==> config.mk <==
export PLATFORM = sky130hd
export DESIGN_NAME = mpeg_audio_header_decoder
export DESIGN_NICKNAME = d
export VERILOG_FILES = /design/src/sv/mahd_pkg.sv /design/src/sv/mpeg_audio_header_decoder.sv /design/src/sv/mahd_decode.sv /design/src/sv/mahd_frame_len.sv
export SDC_FILE = /design/constraint.sdc
export NUM_CORES = 2
export LEC_CHECK = 0
export ABC_AREA = 1
export BUFFER_PORTS_ARGS = -buffer_cell sky130_fd_sc_hd__buf_2
export CAP_MARGIN = 20
export CORE_UTILIZATION = 55
export CTS_CLUSTER_DIAMETER = 150
export DETAILED_ROUTE_END_ITERATION = 6
export HOLD_SLACK_MARGIN = 0.15
export PLACE_DENSITY = 0.83
export SETUP_SLACK_MARGIN = 0.15
export SYNTH_ARGS = -nofsm -noshare
export SYNTH_HDL_FRONTEND = slang
export SYNTH_SLANG_ARGS = --single-unit
==> constraint.sdc <==
create_clock -name clock -period 32 [get_ports clock]
set_clock_uncertainty 0.1 [all_clocks]
set_input_delay 6.4 -clock clock [delete_from_list [all_inputs] [get_ports clock]]
set_output_delay 6.4 -clock clock [all_outputs]
set_load 0.05 [all_outputs]
==> src/sv/mahd_pkg.sv <==
`timescale 1ns / 1ps
`default_nettype none
// ----------------------------------------------------------------------------
// mahd_pkg
// shared types, code points and lookup tables of the audio header decoder
// ----------------------------------------------------------------------------
package mahd_pkg;

   localparam int HDR_W     = 32;
   localparam int KBIT_W    = 9;
   localparam int FS_W      = 16;
   localparam int FRAME_W   = 12;
   localparam int COEF_W    = 8;
   localparam int PROD_W    = 17;   // coef1 * kbit
   localparam int NUM_W     = 28;   // (coef1 * kbit << shift) * 1000
   localparam int QUO_W     = 13;   // quotient estimate
   localparam int RECIP_W   = 18;
   localparam int RECIP_SH  = 32;
   localparam int MUL_W     = NUM_W + RECIP_W;

   // request kinds
   localparam logic [1:0] REQ_DECODE    = 2'd0;
   localparam logic [1:0] REQ_STEP_RATE = 2'd1;
   localparam logic [1:0] REQ_CLEAR_CRC = 2'd2;

   // version codes
   localparam logic [1:0] VER_MPEG1    = 2'd0;
   localparam logic [1:0] VER_MPEG2    = 2'd1;
   localparam logic [1:0] VER_MPEG25   = 2'd2;
   localparam logic [1:0] VER_RESERVED = 2'd3;

   // layer codes
   localparam logic [1:0] LAY_I        = 2'd0;
   localparam logic [1:0] LAY_II       = 2'd1;
   localparam logic [1:0] LAY_III      = 2'd2;
   localparam logic [1:0] LAY_RESERVED = 2'd3;

   // bitrate status
   localparam logic [1:0] RATE_NORMAL = 2'd0;
   localparam logic [1:0] RATE_FREE   = 2'd1;
   localparam logic [1:0] RATE_BAD    = 2'd2;

   localparam logic [3:0] BIDX_FREE     = 4'd0;
   localparam logic [3:0] BIDX_LAST     = 4'd14;
   localparam logic [3:0] BIDX_BAD      = 4'd15;
   localparam logic [1:0] SIDX_RESERVED = 2'd3;
   localparam logic [1:0] EMPH_RESERVED = 2'd2;
   localparam logic [10:0] SYNC_WORD    = 11'h7FF;

   localparam logic [COEF_W-1:0] COEF_L1   = 8'd12;
   localparam logic [COEF_W-1:0] COEF_L23  = 8'd144;
   localparam logic [COEF_W-1:0] COEF_L3LS = 8'd72;
   localparam logic [9:0]        KBIT_SCALE = 10'd1000;

   localparam logic [KBIT_W-1:0] KBPS_TAB [5][16] = '{
      '{9'd0, 9'd32, 9'd64, 9'd96, 9'd128, 9'd160, 9'd192, 9'd224,
        9'd256, 9'd288, 9'd320, 9'd352, 9'd384, 9'd416, 9'd448, 9'd0},
      '{9'd0, 9'd32, 9'd48, 9'd56, 9'd64, 9'd80, 9'd96, 9'd112,
        9'd128, 9'd160, 9'd192, 9'd224, 9'd256, 9'd320, 9'd384, 9'd0},
      '{9'd0, 9'd32, 9'd40, 9'd48, 9'd56, 9'd64, 9'd80, 9'd96,
        9'd112, 9'd128, 9'd160, 9'd192, 9'd224, 9'd256, 9'd320, 9'd0},
      '{9'd0, 9'd32, 9'd48, 9'd56, 9'd64, 9'd80, 9'd96, 9'd112,
        9'd128, 9'd144, 9'd160, 9'd176, 9'd192, 9'd224, 9'd256, 9'd0},
      '{9'd0, 9'd8, 9'd16, 9'd24, 9'd32, 9'd40, 9'd48, 9'd56,
        9'd64, 9'd80, 9'd96, 9'd112, 9'd128, 9'd144, 9'd160, 9'd0}
   };

   // mpeg1 sample rates; mpeg2 and mpeg2.5 are these shifted right by the version code
   localparam logic [FS_W-1:0] FS_BASE [4] = '{16'd44100, 16'd48000, 16'd32000, 16'd0};

   // floor(2^32 / base rate)
   localparam logic [RECIP_W-1:0] FS_RECIP [4] = '{18'd97391, 18'd89478, 18'd134217, 18'd0};

   typedef struct packed {
      logic                hdr_ok;
      logic [1:0]          version;
      logic [1:0]          layer;
      logic [KBIT_W-1:0]   kbit;
      logic [1:0]          rate_status;
      logic [FS_W-1:0]     fs_hz;
      logic                crc;
      logic [3:0]          flags;
      logic [5:0]          stereo;
      logic [HDR_W-1:0]    new_hdr;
      logic                edit_ok;
      logic [COEF_W-1:0]   coef1;
      logic [1:0]          fs_shift;
      logic [1:0]          fs_sel;
      logic                len_ok;
      logic                quad;     // layer I, length counted in 4-byte slots
      logic                pad;
   } mahd_dec_type;

   typedef struct packed {
      logic ld2;
      logic ld3;
      logic ld4;
   } mahd_len_ctl_type;

endpackage
`default_nettype wire

==> src/sv/mpeg_audio_header_decoder.sv <==
`timescale 1ns / 1ps
`default_nettype none
// ----------------------------------------------------------------------------
// mpeg_audio_header_decoder
// mpeg-1/2/2.5 audio frame header decode, frame length and header edit
// ----------------------------------------------------------------------------
// Takes one 32-bit frame header per request and returns one result per
// request: validity, version and layer, bitrate, sample rate, frame length in
// bytes, the remaining coded fields and an edited copy of the header (bitrate
// index stepped up, or crc protection cleared). A request is taken every
// cycle unless back-pressure from the response side holds the first stage;
// each result passes through five register stages on its way out.
// The stages follow the frame length path: decode and table lookup, the
// coefficient times bitrate product, the scale by 1000 and version shift, the
// reciprocal multiply that divides by the sample rate, and the final
// remainder correction. Every stage has its own valid bit and may fill while
// a later stage is stalled, so a stalled result never blocks empty stages.
// The block keeps no state beyond the pipeline itself.
// ----------------------------------------------------------------------------
module mpeg_audio_header_decoder import mahd_pkg::*; (
   input  wire logic        clock,
   input  wire logic        reset,
   input  wire logic        req_tvalid,
   output logic             req_tready,
   input  wire logic [31:0] req_tdata,    // header_word
   input  wire logic [1:0]  req_tuser,    // req_type
   output logic             rsp_tvalid,
   input  wire logic        rsp_tready,
   // header_valid, version_code, layer_code, kbit_rate, rate_status,
   // sample_rate_hz, frame_bytes, crc_protected, flag_bits,
   // stereo_and_emphasis, new_header, edit_ok
   output logic [87:0]      rsp_tdata
);

   mahd_dec_type      dec0;
   mahd_dec_type      dec1_ff, dec2_ff, dec3_ff, dec4_ff;
   mahd_len_ctl_type  len_ctl;
   logic [FRAME_W-1:0] frame_len;
   logic [87:0]       out_ff, out_in;

   // per-stage valid bits
   logic v1_ff, v2_ff, v3_ff, v4_ff, v5_ff;
   // stage can load: empty, or its content moves on this cycle
   logic rdy1, rdy2, rdy3, rdy4, rdy5;

   assign rdy5 = ~v5_ff | rsp_tready;
   assign rdy4 = ~v4_ff | rdy5;
   assign rdy3 = ~v3_ff | rdy4;
   assign rdy2 = ~v2_ff | rdy3;
   assign rdy1 = ~v1_ff | rdy2;

   assign req_tready = rdy1;
   assign rsp_tvalid = v5_ff;
   assign rsp_tdata  = out_ff;

   // stage 1 logic: field decode, lookups and edit
   mahd_decode u_decode (
      .header_word (req_tdata),
      .req_type    (req_tuser),
      .dec         (dec0)
   );

   assign len_ctl.ld2 = rdy2;
   assign len_ctl.ld3 = rdy3;
   assign len_ctl.ld4 = rdy4;

   // stages 2 to 4 of the frame length path, correction feeds the output stage
   mahd_frame_len u_frame_len (
      .clock       (clock),
      .ctl         (len_ctl),
      .dec1        (dec1_ff),
      .dec2        (dec2_ff),
      .dec3        (dec3_ff),
      .dec4        (dec4_ff),
      .frame_bytes (frame_len)
   );

   // result packing, highest field first, header_valid in bit 0
   always_comb begin
      out_in = {dec4_ff.edit_ok, dec4_ff.new_hdr, dec4_ff.stereo, dec4_ff.flags,
                dec4_ff.crc, frame_len, dec4_ff.fs_hz, dec4_ff.rate_status,
                dec4_ff.kbit, dec4_ff.layer, dec4_ff.version, dec4_ff.hdr_ok};
   end

   // control: valid bits
   always_ff @(posedge clock) begin
      if (reset) begin
         v1_ff <= 1'b0;
         v2_ff <= 1'b0;
         v3_ff <= 1'b0;
         v4_ff <= 1'b0;
         v5_ff <= 1'b0;
      end else begin
         if (rdy1) begin
            v1_ff <= req_tvalid;
         end
         if (rdy2) begin
            v2_ff <= v1_ff;
         end
         if (rdy3) begin
            v3_ff <= v2_ff;
         end
         if (rdy4) begin
            v4_ff <= v3_ff;
         end
         if (rdy5) begin
            v5_ff <= v4_ff;
         end
      end
   end

   // payload: decoded fields travel alongside the length arithmetic
   always_ff @(posedge clock) begin
      if (rdy1) begin
         dec1_ff <= dec0;
      end
      if (rdy2) begin
         dec2_ff <= dec1_ff;
      end
      if (rdy3) begin
         dec3_ff <= dec2_ff;
      end
      if (rdy4) begin
         dec4_ff <= dec3_ff;
      end
      if (rdy5) begin
         out_ff <= out_in;
      end
   end

endmodule
`default_nettype wire

==> src/sv/mahd_decode.sv <==
`timescale 1ns / 1ps
`default_nettype none
// ----------------------------------------------------------------------------
// mahd_decode
// field split, validity checks, table lookups and header edit
// ----------------------------------------------------------------------------
module mahd_decode import mahd_pkg::*; (
   input  wire logic [HDR_W-1:0] header_word,
   input  wire logic [1:0]       req_type,
   output mahd_dec_type          dec
);

   logic [1:0]        ver;
   logic [1:0]        lay;
   logic [3:0]        bidx;
   logic [1:0]        sidx;
   logic [2:0]        tab_sel;
   logic [1:0]        status;
   logic [KBIT_W-1:0] kbit;
   logic [FS_W-1:0]   fs;
   logic              step_ok;

   always_comb begin
      case (header_word[20:19])
         2'b00:   ver = VER_MPEG25;
         2'b01:   ver = VER_RESERVED;
         2'b10:   ver = VER_MPEG2;
         default: ver = VER_MPEG1;
      endcase
      lay  = ~header_word[18:17];
      bidx = header_word[15:12];
      sidx = header_word[11:10];

      if (ver == VER_MPEG1) begin
         tab_sel = {1'b0, lay};
      end else begin
         tab_sel = (lay == LAY_I) ? 3'd3 : 3'd4;
      end

      kbit = '0;
      if (ver == VER_RESERVED || lay == LAY_RESERVED || bidx == BIDX_BAD) begin
         status = RATE_BAD;
      end else if (bidx == BIDX_FREE) begin
         status = RATE_FREE;
      end else begin
         status = RATE_NORMAL;
         kbit   = KBPS_TAB[tab_sel][bidx];
      end

      fs = (ver == VER_RESERVED) ? '0 : (FS_BASE[sidx] >> ver);

      dec.hdr_ok = (header_word[31:21] == SYNC_WORD) && (ver != VER_RESERVED)
                   && (lay != LAY_RESERVED) && (status != RATE_BAD)
                   && (fs != '0) && (header_word[1:0] != EMPH_RESERVED);
      dec.version     = ver;
      dec.layer       = lay;
      dec.kbit        = kbit;
      dec.rate_status = status;
      dec.fs_hz       = fs;
      dec.crc         = ~header_word[16];
      dec.flags       = {header_word[9], header_word[8], header_word[3], header_word[2]};
      dec.stereo      = {header_word[7:4], header_word[1:0]};

      // a step is refused at free, bad or top index
      step_ok     = (status == RATE_NORMAL) && (bidx != BIDX_LAST);
      dec.new_hdr = header_word;
      dec.edit_ok = 1'b1;
      case (req_type)
         REQ_STEP_RATE: begin
            if (step_ok) begin
               dec.new_hdr[15:12] = bidx + 4'd1;
            end else begin
               dec.edit_ok = 1'b0;
            end
         end
         REQ_CLEAR_CRC: dec.new_hdr[16] = 1'b1;
         default:       dec.new_hdr = header_word;
      endcase

      case (lay)
         LAY_I:   dec.coef1 = COEF_L1;
         LAY_II:  dec.coef1 = COEF_L23;
         default: dec.coef1 = (ver == VER_MPEG1) ? COEF_L23 : COEF_L3LS;
      endcase
      dec.fs_shift = ver;
      dec.fs_sel   = sidx;
      dec.len_ok   = (status == RATE_NORMAL) && (fs != '0);
      dec.quad     = (lay == LAY_I);
      dec.pad      = header_word[9];
   end

endmodule
`default_nettype wire

==> src/sv/mahd_frame_len.sv <==
`timescale 1ns / 1ps
`default_nettype none
// ----------------------------------------------------------------------------
// mahd_frame_len
// pipelined frame length: product, scale, reciprocal divide, correction
// ----------------------------------------------------------------------------
module mahd_frame_len import mahd_pkg::*; (
   input  wire logic             clock,
   input  wire mahd_len_ctl_type ctl,
   input  wire mahd_dec_type     dec1,
   input  wire mahd_dec_type     dec2,
   input  wire mahd_dec_type     dec3,
   input  wire mahd_dec_type     dec4,
   output logic [FRAME_W-1:0]    frame_bytes
);

   logic [PROD_W-1:0]  prod_ff, prod_in;
   logic [NUM_W-1:0]   num3_ff, num3_in;
   logic [NUM_W-1:0]   num4_ff;
   logic [QUO_W-1:0]   quo_ff, quo_in;
   logic [PROD_W+2:0]  scaled;
   logic [PROD_W+12:0] num_full;
   logic [MUL_W-1:0]   recip_prod;
   logic [QUO_W+FS_W-1:0] back_prod;
   logic [NUM_W-1:0]   remain;
   logic [QUO_W-1:0]   quo_fix;
   logic [QUO_W+2:0]   slots;

   always_comb begin
      prod_in    = PROD_W'(dec1.coef1 * dec1.kbit);
      scaled     = {2'b00, prod_ff} << dec2.fs_shift;
      num_full   = scaled * KBIT_SCALE;
      num3_in    = num_full[NUM_W-1:0];
      recip_prod = num3_ff * FS_RECIP[dec3.fs_sel];
      quo_in     = recip_prod[RECIP_SH+QUO_W-1:RECIP_SH];
   end

   always_ff @(posedge clock) begin
      if (ctl.ld2) begin
         prod_ff <= prod_in;
      end
      if (ctl.ld3) begin
         num3_ff <= num3_in;
      end
      if (ctl.ld4) begin
         quo_ff  <= quo_in;
         num4_ff <= num3_ff;
      end
   end

   // estimate is exact or one low
   always_comb begin
      back_prod = quo_ff * FS_BASE[dec4.fs_sel];
      remain    = num4_ff - back_prod[NUM_W-1:0];
      quo_fix   = quo_ff + QUO_W'(remain >= NUM_W'(FS_BASE[dec4.fs_sel]));
      slots     = ({3'b000, quo_fix} + (QUO_W+3)'(dec4.pad)) << (dec4.quad ? 2 : 0);
      frame_bytes = dec4.len_ok ? slots[FRAME_W-1:0] : '0;
   end

endmodule
`default_nettype wire
* Word level (Yosys, flattened, before mapping)
Memory sizes are Yosys's and may differ from the RTL's.
Cells that the tools add are included.
** Word-level totals
- Bits in registers :: 505
- ROM bits :: 1152
- Input bits :: 38
- Output and inout port bits :: 90
- Logic and storage cells :: 164
- Memories :: 1
** Operators by class
- $add $sub $neg :: 4
- Multiply operators :: 4
- Magnitude comparators :: 6
- Eq/ne operators :: 14
- Shift-type cells :: 3
- Mux-type cells :: 26
- Bitwise logic cells :: 17
- Reduce and logical (&&, ||, !) cells :: 16
** Memories
- (name not given) :: words 8, width 144, rd ports 1, clocked after Yosys merged registers in 0, write ports 0, RTL line mahd_decode.sv:47 : kbit = KBPS_TAB[tab_sel][bidx];
** Operators by type and width (number)
- $mux W144 :: 2
- $mux W16 :: 5
- $bmux W16 S2 :: 2
- $mul A25 B18 Y42 :: 1
- $bmux W18 S2 :: 1
- $bmux W9 S4 :: 1
- $mux W18 :: 2
- $shl A16 B32 Y12 :: 1
- $ge A28 B16 Y1 :: 1
- $mul A13 B16 Y28 :: 1
- $sub A28 B28 Y28 :: 1
- $mul A20 B7 Y25 const B :: 1
- $shl A17 B2 Y20 :: 1
- $mux W9 :: 2
- $mul A8 B9 Y17 :: 1
- $pmux W8 S2 :: 1
- $reduce_bool A16 Y1 :: 1
- $shr A16 B2 Y16 :: 1
- $add A13 B1 Y14 :: 1
- $add A13 B1 Y13 :: 1
- $eq A11 B11 Y1 const B :: 1
- $ge A3 B3 Y1 const B :: 3
- $not A2 Y3 :: 3
- $eq A2 B2 Y1 const B :: 4
- 23 further kinds :: 51

* Depth between registers and ports, before layout
- Word-level depth :: 11
- Gate-level depth with buffers :: 49
- Mapped depth without buffers :: 47

* Modules after synthesis
Synthesis repeated with hierarchy kept, for this count alone.
** Unflattened totals
- Cells, all modules :: 3972
- Area, all modules :: 42324.3 um^2
** By module, submodules not included
- mahd_frame_len :: instances 1, cells each 3183, area an instance 26800.7 um^2, sequential area each 2402.3 um^2
- mpeg_audio_header_decoder :: instances 1, cells each 474, area an instance 13758.2 um^2, sequential area each 13673.1 um^2
- mahd_decode :: instances 1, cells each 315, area an instance 1765.4 um^2, sequential area each 0.0 um^2

* Least setup slack after synthesis
Ideal clock, no wire load.
- Path type :: input port to output port
- From :: in rsp_tready
- To :: out req_tready
- Data arrival time :: 13.922 ns
- Data required time :: 25.500 ns
- Slack :: 11.578 ns
- Cell stages on the path :: 8
- Path buffers :: 0
- Cell sequence :: nor2_1 inv_1 nor2_1 inv_1 nor2_1 inv_1 nor2_1 nand2_1
** Between the ends
- Word-level cells in the longest chain between the ends :: 5
** Ends and longest elaborated chain
- from (decl) :: RTL line mpeg_audio_header_decoder.sv:28 : input wire logic rsp_tready,
- $or A1 B1 Y1 :: RTL line mpeg_audio_header_decoder.sv:46 : assign rdy5 = ~v5_ff | rsp_tready;
- net rdy5 :: RTL line mpeg_audio_header_decoder.sv:44 : logic rdy1, rdy2, rdy3, rdy4, rdy5;
- $or A1 B1 Y1 :: RTL line mpeg_audio_header_decoder.sv:47 : assign rdy4 = ~v4_ff | rdy5;
- net rdy4 :: RTL line mpeg_audio_header_decoder.sv:44
- $or A1 B1 Y1 :: RTL line mpeg_audio_header_decoder.sv:48 : assign rdy3 = ~v3_ff | rdy4;
- net rdy3 :: RTL line mpeg_audio_header_decoder.sv:44
- $or A1 B1 Y1 :: RTL line mpeg_audio_header_decoder.sv:49 : assign rdy2 = ~v2_ff | rdy3;
- $or A1 B1 Y1 :: RTL line mpeg_audio_header_decoder.sv:50 : assign rdy1 = ~v1_ff | rdy2;
- to (decl) :: RTL line mpeg_audio_header_decoder.sv:24 : output logic req_tready,
The timed path passes the listed nets, and every way through them passes these cells.

* Worst setup path after layout
Same ends and word-level chain as after synthesis.

==> results_dict.tcl <==
set metrics [dict create \
    status "complete, no violations" \
    n_antenna_cell 0 \
    synth_top_cell_by_area "edfxtp_1" \
    tightest_slew_ns 1.098 \
    slowest_stage "nor2_1" \
    worstPathArrival_ns 8.23 \
    hold_viol 0 \
    start_util_pct 55.79 \
    cts_setup_buffers 0 \
    port_buffers 124 \
    synth_top_area_share_pct 36.71 \
    cts_max_path_buffers 3 \
    antenna_found_initial 0 \
    seq_area_frac_synth_pct 37.01 \
    register_area_um2 12230 \
    cp.required_ns 25.50 \
    syn_inst 3080 \
    setup_violations 0 \
    die_y_um 247.1 \
    pin_count 128 \
    ys_async_sr_fraction_pct 0 \
    avgSynthCellArea_um2 10.73 \
    cts_max_level 2 \
    max_stage_delay_ns 0.33 \
    synth-edff-count 404 \
    r2r-end "rsp_tdata[42]$_SDFFCE_PN0P_" \
    nNetsFinal 3992 \
    grt_overflow_total 0 \
    cts_tree "built" \
    syn2layout_area_growth_pct 8.336 \
    maxSlewViolCount 0 \
    whs_ns 0.3101 \
    root_buffer "clkbuf_16" \
    wl_met3_um 5221 \
    drive_above_1_share_pct 7.154 \
    grt_pass1_vias 22740 \
    drcViolationCount 0 \
    dieArea_um2 61070 \
    cp-end-kind "output pin" \
    grt_max_degree 86 \
    firstDrtPassIters 5 \
    maxSlewHeadroom_pct 26.82 \
    whs_path_depth 0 \
    hpwlAfterDp_um 56990 \
    vias 21980 \
    netlist_top_cells_area "edfxtp_1 (37%), fa_1 (24%), ha_1 (13%)" \
    crit_top_cell "nor2_1" \
    postCtsResizedCells 0 \
    initialDrtViolationCount 2063 \
    yosys_warnings 0 \
    clkLatencyLatePin_ns 0.56 \
    setup.worst_path.class "in2out" \
    reg2reg_setup_slack_ns 21.98 \
    reg2regPathDepth 41 \
    synth_cell_type_count 57 \
    path_clk_slew_ns 0.07 \
    maxCapViolations 0 \
    post_drt_wl_per_cell_um 18.79 \
    cts_hold_buf 0 \
    wl_met1_um 28740 \
    track_usage_pct 25.28 \
    synth_commonest_cells "inv_1 (790), edfxtp_1 (404), fa_1 (397), ha_1 (342), nand2_1 (334)" \
    netlist_area_um2 33050 \
    cts.sinks 409 \
    fmax_mhz 67.88 \
    ys_ff_latch 409 \
    met2_wirelength_um 38420 \
    routed_wirelength_um 75470 \
    grt_pass1_wl_um 119300 \
    gp_congestion 0.9807 \
    period_share_pct 46.04 \
    top_layer_used "met4" \
    multi_input_area_um2 17580 \
    r2r-start "dec4_ff[27]$_DFFE_PP_" \
    finalSetupTns_ns 0 \
    via_per_inst 5.473 \
    hold_path.class "reg2reg" \
    die_w_um 247.1 \
    core-area_um2 59240 \
    hold_end "rsp_tdata[23]$_DFFE_PP_" \
    path_max_fanout 17 \
    rows 89 \
    ys.flop_type "edfxtp_1" \
    rsz0062_at_grt "no" \
    ant_nets 0 \
    synth.most_common_cell "inv_1" \
    cts_buffers 38 \
    path_cells "buf_2 -> nor2_1 -> clkinv_2 -> nor2_1 -> inv_4 -> nor2_1 -> clkinv_2 -> nor2_1 -> nand2_4 -> buf_2" \
    min_period_ns 14.73 \
    start_kind "primary input" \
    n_fill_cell 4503 \
    hp-start "dec4_ff[66]$_DFFE_PP_" \
]
metrics by stage:
stage	cells	utilization, %	setup WS [ns]	instance area, um^2
floorplan	3082	-	11.58	33060
global placement	3943	58.22	17.33	34490
detailed placement	3944	58.23	17.28	34500
CTS	4012	60.37	17.27	35760
global route	4016	60.44	17.20	35800
finish	4016	60.44	17.27	35800
placed cells by master, fill, tap and decap left out, types with 6 or more instances in the layout:
master,instances
inv_1,786
edfxtp_1,404
fa_1,397
ha_1,342
nand2_1,333
nor2_1,255
buf_2,125
a21oi_1,111
o21ai_0,83
nand3_1,56
xor2_1,46
clkbuf_16,38
xnor2_1,25
nand4_1,25
nor3_1,24
clkinv_1,13
buf_4,12
mux2i_1,9
nand3b_1,9
nand3_2,8
nor4_1,8
o21ai_1,8
clkbuf_1,8
o22ai_1,7
o31ai_1,6
o21bai_1,6
o211ai_1,6
kinds of logic after synthesis:
| kind of cell | synth area share [%] |
|---|---|
| buf+inv | 9.855 |
| simple gates | 9.503 |
| fa+ha+maj | 37.00 |
| flops | 37.01 |
| compound gates | 4.373 |
| xor+xnor | 1.980 |
| mux | 0.2726 |
| other cells | 0.01135 |
registers in the layout, indices dropped and copies added, names as in the netlist, 12 cells and up:
| signal | count |
|---|---|
| rsp_tdata | 75 |
| dec1_ff | 69 |
| dec2_ff | 65 |
| dec3_ff | 65 |
| dec4_ff | 65 |
| u_frame_len.num3_ff | 20 |
| u_frame_len.num4_ff | 20 |
| u_frame_len.quo_ff | 13 |
| u_frame_len.prod_ff | 12 |
layout make-up:
class | instances | share of cell area, %
inverters | 801 | 8.415
clock buffers | 49 | 2.855
multi-input cells | 1825 | 49.09
clock inverters | 19 | 0.6814
flip-flops and latches | 409 | 34.16
well taps | 773 | 2.701
repair buffers | 140 | 2.097
layer usage:
layer  vias to the layer above  track usage [%]
li1                       9965                -
met1                     10760            32.13
met2                      1038            44.05
met3                       221            3.180
met4                         0            9.641
met5                         -                0
worst max-delay path by stage:
stage | startpoint | end | cells after the start
finish | rsp_tready | req_tready | 10
global route | rsp_tready | req_tready | 10
CTS | rsp_tready | req_tready | 10
detailed placement | rsp_tready | req_tready | 10
global placement | rsp_tready | req_tready | 10
floorplan | rsp_tready | req_tready | 8
critical path, delay by kind of cell:
family | cells | cell delay, ns
AND/OR/NAND/NOR | 5 | 1.05
buffers and inverters | 5 | 0.79
Power is not shown: default switching activity piles up to over one toggle a cycle in this logic, so the estimate is an artifact.
